File: src/sorted_unique_key_table_top_assert.svh
// ----------------------------------------------------------------------------
// sorted_unique_key_table_top_assert.svh
// assertion macros for the sorted key table
// ----------------------------------------------------------------------------
`ifndef SORTED_UNIQUE_KEY_TABLE_TOP_ASSERT_SVH
`define SORTED_UNIQUE_KEY_TABLE_TOP_ASSERT_SVH

// same-cycle implication, checked outside reset
`define SUK_ASSERT_NOW(label, clk, rst, ante, cons, msg) \
   label: assert property (@(posedge clk) disable iff (rst) (ante) |-> (cons)) \
      else $error(msg);

// next-cycle implication, checked outside reset
`define SUK_ASSERT_NEXT(label, clk, rst, ante, cons, msg) \
   label: assert property (@(posedge clk) disable iff (rst) (ante) |=> (cons)) \
      else $error(msg);

`endif

File: src/suk_pkg.sv
// ----------------------------------------------------------------------------
// suk_pkg
// types and constants shared by the sorted key table and its cells
// ----------------------------------------------------------------------------
package suk_pkg;

   localparam int KEY_W   = 34;
   localparam int PAY_W   = 32;
   localparam int CMD_W   = 2;
   localparam int FIELD_W = 5;

   localparam logic [CMD_W-1:0] CMD_INSERT = 2'd0;
   localparam logic [CMD_W-1:0] CMD_REMOVE = 2'd1;
   localparam logic [CMD_W-1:0] CMD_SEARCH = 2'd2;
   localparam logic [CMD_W-1:0] CMD_CLEAR  = 2'd3;

   typedef struct packed {
      logic [CMD_W-1:0] cmd;
      logic [KEY_W-1:0] key;
      logic [PAY_W-1:0] payload;
   } suk_req_type;

   typedef struct packed {
      logic               ok;
      logic [FIELD_W-1:0] position;
      logic [PAY_W-1:0]   found_payload;
      logic [FIELD_W-1:0] entry_count;
   } suk_rsp_type;

   // per-cycle control broadcast to every cell
   typedef struct packed {
      logic capture;
      logic insert;
      logic remove;
   } suk_cell_ctl_type;

endpackage

File: src/suk_cell.sv
// ----------------------------------------------------------------------------
// suk_cell
// one slot of the sorted chain: holds a key and payload, compares against
// the broadcast key and shifts with its neighbors on insert or remove
// ----------------------------------------------------------------------------
module suk_cell (
   input  logic                        clock,
   input  suk_pkg::suk_cell_ctl_type   ctl,
   input  logic                        entry_valid,
   input  logic [suk_pkg::KEY_W-1:0]   key_in,
   input  logic [suk_pkg::PAY_W-1:0]   payload_in,
   input  logic                        left_lt,
   input  logic [suk_pkg::KEY_W-1:0]   left_key,
   input  logic [suk_pkg::PAY_W-1:0]   left_payload,
   input  logic [suk_pkg::KEY_W-1:0]   right_key,
   input  logic [suk_pkg::PAY_W-1:0]   right_payload,
   output logic [suk_pkg::KEY_W-1:0]   key_out,
   output logic [suk_pkg::PAY_W-1:0]   payload_out,
   output logic                        lt_out,
   output logic                        eq_out
);

   logic [suk_pkg::KEY_W-1:0] key_ff;
   logic [suk_pkg::PAY_W-1:0] payload_ff;
   logic                      lt_ff;
   logic                      eq_ff;

   always_ff @(posedge clock) begin
      if (ctl.capture) begin
         lt_ff <= entry_valid && (key_ff < key_in);
         eq_ff <= entry_valid && (key_ff == key_in);
      end
      if (ctl.insert && !lt_ff) begin
         // first slot not below the key takes the new entry, the rest move up
         if (left_lt) begin
            key_ff     <= key_in;
            payload_ff <= payload_in;
         end else begin
            key_ff     <= left_key;
            payload_ff <= left_payload;
         end
      end else if (ctl.remove && !lt_ff) begin
         key_ff     <= right_key;
         payload_ff <= right_payload;
      end
   end

   assign key_out     = key_ff;
   assign payload_out = payload_ff;
   assign lt_out      = lt_ff;
   assign eq_out      = eq_ff;

endmodule

File: src/sorted_unique_key_table_top.sv
// ----------------------------------------------------------------------------
// sorted_unique_key_table_top
// sorted table of unique keys with payloads, built as a chain of cells
// ----------------------------------------------------------------------------
//  channel  direction  handshake              payload
//  req      in         req_valid / req_ready  req_item (cmd, key, payload)
//  rsp      out        rsp_valid / rsp_ready  rsp_item (ok, position, ...)
//
//  every item passes through accept, then compare in all cells, then shift and respond
//  the compare and shift run in every cell at once, so the time per item does
//  not depend on CAPACITY
//  reset clears the entry count and the handshake state; stored keys stay
//  a stalled rsp holds the shift step until the result register frees up
// ----------------------------------------------------------------------------
`include "sorted_unique_key_table_top_assert.svh"

module sorted_unique_key_table_top #(
   parameter int CAPACITY = 16
) (
   input  logic                  clock,
   input  logic                  reset,
   input  logic                  req_valid,
   output logic                  req_ready,
   input  suk_pkg::suk_req_type  req_item,
   output logic                  rsp_valid,
   input  logic                  rsp_ready,
   output suk_pkg::suk_rsp_type  rsp_item
);

   localparam int IW = (CAPACITY > 1) ? $clog2(CAPACITY) : 1;
   localparam int CW = $clog2(CAPACITY + 1);

   localparam logic [1:0] ST_IDLE  = 2'd0;
   localparam logic [1:0] ST_CMP   = 2'd1;
   localparam logic [1:0] ST_APPLY = 2'd2;

   logic [1:0]              state_ff, state_in;
   logic [CW-1:0]           count_ff, count_in;
   logic                    rsp_valid_ff, rsp_valid_in;
   suk_pkg::suk_rsp_type    rsp_item_ff, rsp_item_in;
   suk_pkg::suk_req_type    item_ff;

   suk_pkg::suk_cell_ctl_type cell_ctl;

   logic [suk_pkg::KEY_W-1:0] key_arr     [CAPACITY];
   logic [suk_pkg::PAY_W-1:0] payload_arr [CAPACITY];
   logic [CAPACITY-1:0]       lt_vec;
   logic [CAPACITY-1:0]       eq_vec;
   logic [CAPACITY-1:0]       valid_vec;

   logic                      apply_go;
   logic                      found;
   logic                      full;
   logic                      insert_go;
   logic                      remove_go;
   logic [IW-1:0]             slot_idx;
   logic [suk_pkg::PAY_W-1:0] hit_payload;
   logic [CW-1:0]             slot_pos;

   // ---- cell chain ----
   genvar gi;
   generate
      for (gi = 0; gi < CAPACITY; gi++) begin : g_cell
         logic                      l_lt;
         logic [suk_pkg::KEY_W-1:0] l_key;
         logic [suk_pkg::PAY_W-1:0] l_pay;
         logic [suk_pkg::KEY_W-1:0] r_key;
         logic [suk_pkg::PAY_W-1:0] r_pay;

         if (gi == 0) begin : g_first
            assign l_lt  = 1'b1;
            assign l_key = '0;
            assign l_pay = '0;
         end else begin : g_mid
            assign l_lt  = lt_vec[gi-1];
            assign l_key = key_arr[gi-1];
            assign l_pay = payload_arr[gi-1];
         end

         if (gi == CAPACITY - 1) begin : g_last
            assign r_key = '0;
            assign r_pay = '0;
         end else begin : g_inner
            assign r_key = key_arr[gi+1];
            assign r_pay = payload_arr[gi+1];
         end

         assign valid_vec[gi] = (count_ff > CW'(gi));

         suk_cell u_cell (
            .clock         (clock),
            .ctl           (cell_ctl),
            .entry_valid   (valid_vec[gi]),
            .key_in        (item_ff.key),
            .payload_in    (item_ff.payload),
            .left_lt       (l_lt),
            .left_key      (l_key),
            .left_payload  (l_pay),
            .right_key     (r_key),
            .right_payload (r_pay),
            .key_out       (key_arr[gi]),
            .payload_out   (payload_arr[gi]),
            .lt_out        (lt_vec[gi]),
            .eq_out        (eq_vec[gi])
         );
      end
   endgenerate

   // ---- boundary slot and hit payload ----
   always_comb begin
      slot_idx    = '0;
      hit_payload = '0;
      for (int j = 0; j < CAPACITY; j++) begin
         // first slot whose key is not below the search key
         if (!lt_vec[j] && ((j == 0) || lt_vec[(j > 0) ? j - 1 : 0])) begin
            slot_idx = slot_idx | IW'(j);
         end
         if (eq_vec[j]) begin
            hit_payload = hit_payload | payload_arr[j];
         end
      end
   end

   assign slot_pos  = CW'(slot_idx) + CW'(1);
   assign found     = |eq_vec;
   assign full      = (count_ff == CW'(CAPACITY));
   assign apply_go  = (state_ff == ST_APPLY) && (!rsp_valid_ff || rsp_ready);
   assign insert_go = apply_go && (item_ff.cmd == suk_pkg::CMD_INSERT) && !found && !full;
   assign remove_go = apply_go && (item_ff.cmd == suk_pkg::CMD_REMOVE) && found;

   assign cell_ctl.capture = (state_ff == ST_CMP);
   assign cell_ctl.insert  = insert_go;
   assign cell_ctl.remove  = remove_go;

   // ---- sequencing and result ----
   always_comb begin
      state_in     = state_ff;
      count_in     = count_ff;
      rsp_valid_in = rsp_valid_ff && !rsp_ready;
      rsp_item_in  = rsp_item_ff;

      unique case (state_ff)
         ST_IDLE: begin
            if (req_valid) begin
               state_in = ST_CMP;
            end
         end
         ST_CMP: begin
            state_in = ST_APPLY;
         end
         ST_APPLY: begin
            if (apply_go) begin
               state_in = ST_IDLE;
            end
         end
         default: begin
            state_in = ST_IDLE;
         end
      endcase

      if (apply_go) begin
         rsp_valid_in              = 1'b1;
         rsp_item_in.ok            = 1'b0;
         rsp_item_in.position      = '0;
         rsp_item_in.found_payload = '0;
         case (item_ff.cmd)
            suk_pkg::CMD_INSERT: begin
               if (!found && !full) begin
                  rsp_item_in.ok       = 1'b1;
                  rsp_item_in.position = suk_pkg::FIELD_W'(slot_pos);
                  count_in             = count_ff + CW'(1);
               end
            end
            suk_pkg::CMD_REMOVE: begin
               if (found) begin
                  rsp_item_in.ok       = 1'b1;
                  rsp_item_in.position = suk_pkg::FIELD_W'(slot_pos);
                  count_in             = count_ff - CW'(1);
               end
            end
            suk_pkg::CMD_SEARCH: begin
               if (found) begin
                  rsp_item_in.ok            = 1'b1;
                  rsp_item_in.position      = suk_pkg::FIELD_W'(slot_pos);
                  rsp_item_in.found_payload = hit_payload;
               end
            end
            default: begin
               rsp_item_in.ok = 1'b1;
               count_in       = '0;
            end
         endcase
         rsp_item_in.entry_count = suk_pkg::FIELD_W'(count_in);
      end
   end

   always_ff @(posedge clock) begin
      if (reset) begin
         state_ff     <= ST_IDLE;
         count_ff     <= '0;
         rsp_valid_ff <= 1'b0;
      end else begin
         state_ff     <= state_in;
         count_ff     <= count_in;
         rsp_valid_ff <= rsp_valid_in;
      end
      rsp_item_ff <= rsp_item_in;
      if (req_valid && req_ready) begin
         item_ff <= req_item;
      end
   end

   assign req_ready = (state_ff == ST_IDLE);
   assign rsp_valid = rsp_valid_ff;
   assign rsp_item  = rsp_item_ff;

   // ---- assertions ----
   `SUK_ASSERT_NOW(a_count_bound, clock, reset, 1'b1,
                   count_ff <= CW'(CAPACITY), "count over capacity")
   `SUK_ASSERT_NOW(a_unique_hit, clock, reset, state_ff == ST_APPLY, $onehot0(eq_vec),
                   "duplicate keys held")
   `SUK_ASSERT_NOW(a_sorted_lt, clock, reset, state_ff == ST_APPLY,
                   ((lt_vec >> 1) & ~lt_vec) == '0, "compare flags not ordered")
   `SUK_ASSERT_NEXT(a_insert_count, clock, reset, insert_go,
                    count_ff == $past(count_ff) + CW'(1), "insert did not grow count")

endmodule
File: config.mk
export PLATFORM = sky130hd
export DESIGN_NAME = sorted_unique_key_table_top
export DESIGN_NICKNAME = d
export VERILOG_FILES = /design/src/suk_pkg.sv /design/src/suk_cell.sv /design/src/sorted_unique_key_table_top.sv
export VERILOG_INCLUDE_DIRS = /design/src /design/src/src
export SDC_FILE = /design/constraint.sdc
export NUM_CORES = 2
export LEC_CHECK = 0
export ABC_CLOCK_PERIOD_IN_PS = 6250
export BUFFER_PORTS_ARGS = -buffer_cell sky130_fd_sc_hd__clkbuf_2
export CAP_MARGIN = 5
export CORE_AREA = 4 4 408 410
export DETAILED_ROUTE_END_ITERATION = 10
export DIE_AREA = 0 0 412 414
export PLACE_DENSITY_LB_ADDON = 0.2
export SYNTH_ARGS = -nofsm -noshare
export SYNTH_HDL_FRONTEND = slang
export SYNTH_SLANG_ARGS = --single-unit
File: constraint.sdc
create_clock -name clock -period 6.25 [get_ports clock]
set_input_delay 0.9375 -clock clock [delete_from_list [all_inputs] [get_ports clock]]
set_output_delay 0.9375 -clock clock [all_outputs]
set_load 0.05 [all_outputs]
==> metrics.txt <==
status=completed; Sink Count=1207; Vias/cell=~6.5; Core ar.=around 160000 um^2; final setup violation count=0; total power after layout=approximately 0.019 W; WL final=about 270000 um; via count=57030; dominant cell type by area after synthesis=edfxtp_1; Crit-path slowest cell=nor2_4; Pre-Repair DR Iteration Count=6; sequential-to-total area share from yosys stat=approximately half; XOR/XNOR Fraction of Synth Area=less than 1%; mux cell area share after synthesis=around 15%; Syn-to-layout area delta=9.99%; Max Fclk=roughly 0.22 GHz; clk root buf=clkbuf_16; WP buf/inv=1; Post-synth EDFFs=around 1200; Total GRT Usage=slightly above 30%; most frequent cell after synthesis=edfxtp_1; Worst Path Arrival=around 5000 ps; final worst setup slack=between 1500 and 2000 ps; CP top delay family=simple AND/OR/NAND/NOR gates; Diodes inserted=0; antenna violations before repair=2; share of cells above drive strength 1=under 10%; cell total after placement=roughly 8600; leading post-synthesis cells by cell area=edfxtp_1 (49%), mux2i_1 (14%), ha_1 (9.5%); design area=80100 um^2; CTS hold repair buffers=0; CTS max path bufs=3; Distinct cells, synth=67; Die W=a little over 400 um; Synth Register Bits=roughly 1200; Post-Synthesis Cell Area=72800 um^2; FFs w/ async S/R, synth=0%; # DRC=0; TritonCTS clock tree=built; Compound-Gate Fraction of Synth Area=about 14%; wire per inst=30.1 um; required time of the critical path=around 6800 ps; Tmin final=4610 ps; MaxCap Viol Count=0; CP cell instances=or4_1 -> nor4_4 -> nand4_2 -> nor2_4 -> buf_4 -> mux2_2; RSZ-0062 raised after global routing=false; Resize count post-CTS=0; fill count=between 10000 and 15000; H-tree depth=4; Slew HR=6.39%; worst slack at placement=~1700 ps; CP startpoint kind=flop; number of post-CTS setup repair buffers=0; Clock Skews=around 39 ps; final worst path period share=73.8%; critical path type=reg -> reg; Least-Margin Pin Slew=roughly 1400 ps; Hold Crit Depth=1; dpl hpwl=around 170000 um; crit path capture type=flop; Hold Vio Cnt, Final=0; post-place instance area=roughly 76000 um^2; vias in the first global route=~56000; Die Y=414 um; Initial Util=between 40% and 50%; synth warn=0; port buffer count=approximately 120; Max VDD drop=around 0.3 mV; Synth Net Count=7246; largest net degree at the start of global routing=between 80 and 90; most frequent cells after synthesis=edfxtp_1 (1199), a21oi_1 (1096), nor2_1 (1073), mux2i_1 (992), ha_1 (550); Leak=~31 nW; Cells after Synth=around 6600; top-area cell type share of the netlist area=about 50%; CTS buffer count=~140; die area=approximately 170000 um^2; slowest stage delay, CP=950 ps; Most used DFF post-synth=edfxtp_1; CTS clk-pin slew, worst paths=~60 ps; Routed Antenna Nets=0; cells on worst reg2reg path=6; Synth Area in Simple Gates=under 10%; first-pass GRT wire length=383000 um; total negative slack=0 ps; pwr dens=between 200 and 250 nW/um^2; Clock Latency Late Sink=slightly above 800 ps; syn avg cell area=around 11 um^2; largest family of logic cells by synthesized area=multiplexers; Routability Congestion=slightly above 0.9; Layout Cells excl Fill=around 8800; I/O pin count=117; Placement Rows=roughly 150; Hold/Removal Path Class=in -> reg; final-stage net count=between 7000 and 8000; total grt overflow=0; Synth Area in Adders=under 10%; DR iter-0 viols=6909; Slew Viols, Final=0; Crit. path cell count=6; crit-path max FO=19
-- worst paths after layout --
check | startpoint | end | slack [ps]
hold reg to reg | rsp_valid$_SDFF_PP0_ | rsp_valid$_SDFF_PP0_ | 510
setup / recovery | g_cell[10].u_cell.eq_out$_DFFE_PN_ | g_cell[0].u_cell.payload_out[23]$_DFFE_PP_ | 1640
hold / removal | req_item[28] | item_ff[28]$_DFFE_PP_ | 310
setup reg to reg | g_cell[10].u_cell.eq_out$_DFFE_PN_ | g_cell[0].u_cell.payload_out[23]$_DFFE_PP_ | 1640
-- final cells by class --
cell class,count,area [um^2],share of cell area [%]
flip-flops and latches,1207,36200,45.2
multi-input cells,4834,34500,43.0
clock buffers,184,3770,4.71
well taps,2175,2720,3.40
repair buffers,269,2030,2.53
clock inverters,75,644,0.805
inverters,79,297,0.370
-- state kept, by name, summed over array words and instances, names as in the netlist --
| signal | cells |
|---|---|
| rsp_item | 43 |
| item_ff | 68 |
| rsp_valid | 1 |
| count_ff | 5 |
| g_cell.u_cell.key_out | 544 |
| g_cell.u_cell.lt_out | 16 |
| state_ff | 2 |
| g_cell.u_cell.payload_out | 512 |
| g_cell.u_cell.eq_out | 16 |
-- stage by stage --
step	hold slack (ps)	util [%]
2_1_floorplan	472	-
3_3_place_gp	493	46.6
3_5_place_dp	501	46.6
4_1_cts	256	49.3
5_1_grt	281	49.3
6_report	306	49.3
-- cell usage in the layout (no fill, tap or decap), drive strengths merged, types with 8 or more instances in the layout --
cell type	synthesis	routed
a2111oi	10	10
a211oi	42	42
a21boi	9	9
a21o	81	81
a21oi	1096	1096
a221oi	101	101
a22o	97	97
a22oi	65	65
a31oi	45	45
and3	52	52
and4	21	21
buf	169	153
clkbuf	335	300
clkinv	1	57
dfxtp	8	8
edfxtp	1199	1199
ha	550	550
inv	78	85
mux2	65	65
mux2i	992	992
nand2	107	107
nand2b	9	9
nand3	66	66
nand4	71	71
nor2	1083	1083
nor2b	16	16
nor3	39	39
nor4	18	18
o2111ai	14	14
o21a	13	13
o21ai	85	85
-- kinds of logic (layout without fill, tap and decap cells) --
family / Yosys count / count (layout)
flip-flops: 1207 / 1207
multiplexers: 1057 / 1057
XOR/XNOR: 3 / 3
AND/OR/NAND/NOR: 1506 / 1506
adder cells (fa/ha/maj): 550 / 550
buffers and inverters: 583 / 607
AO/OA/AOI/OAI: 1718 / 1718
-- report_power, final --
group	switching, W	internal (W)	leakage, nW
Sequential	0.000188	0.00889	11.1
Clock	0.00363	0.00458	2.15
Combinational	0.000982	0.000543	18.0
Total	0.00480	0.0140	31.2
-- routing by layer --
layer	global-route usage, %	vias up	wire length [um]
met4	14.9	0	15400
li1	-	24978	-
met3	5.67	765	25900
met2	46.9	3171	118000
met5	0	-	0
met1	40.4	28116	106000
No activity file was read; power rests on OpenSTA's default activity.
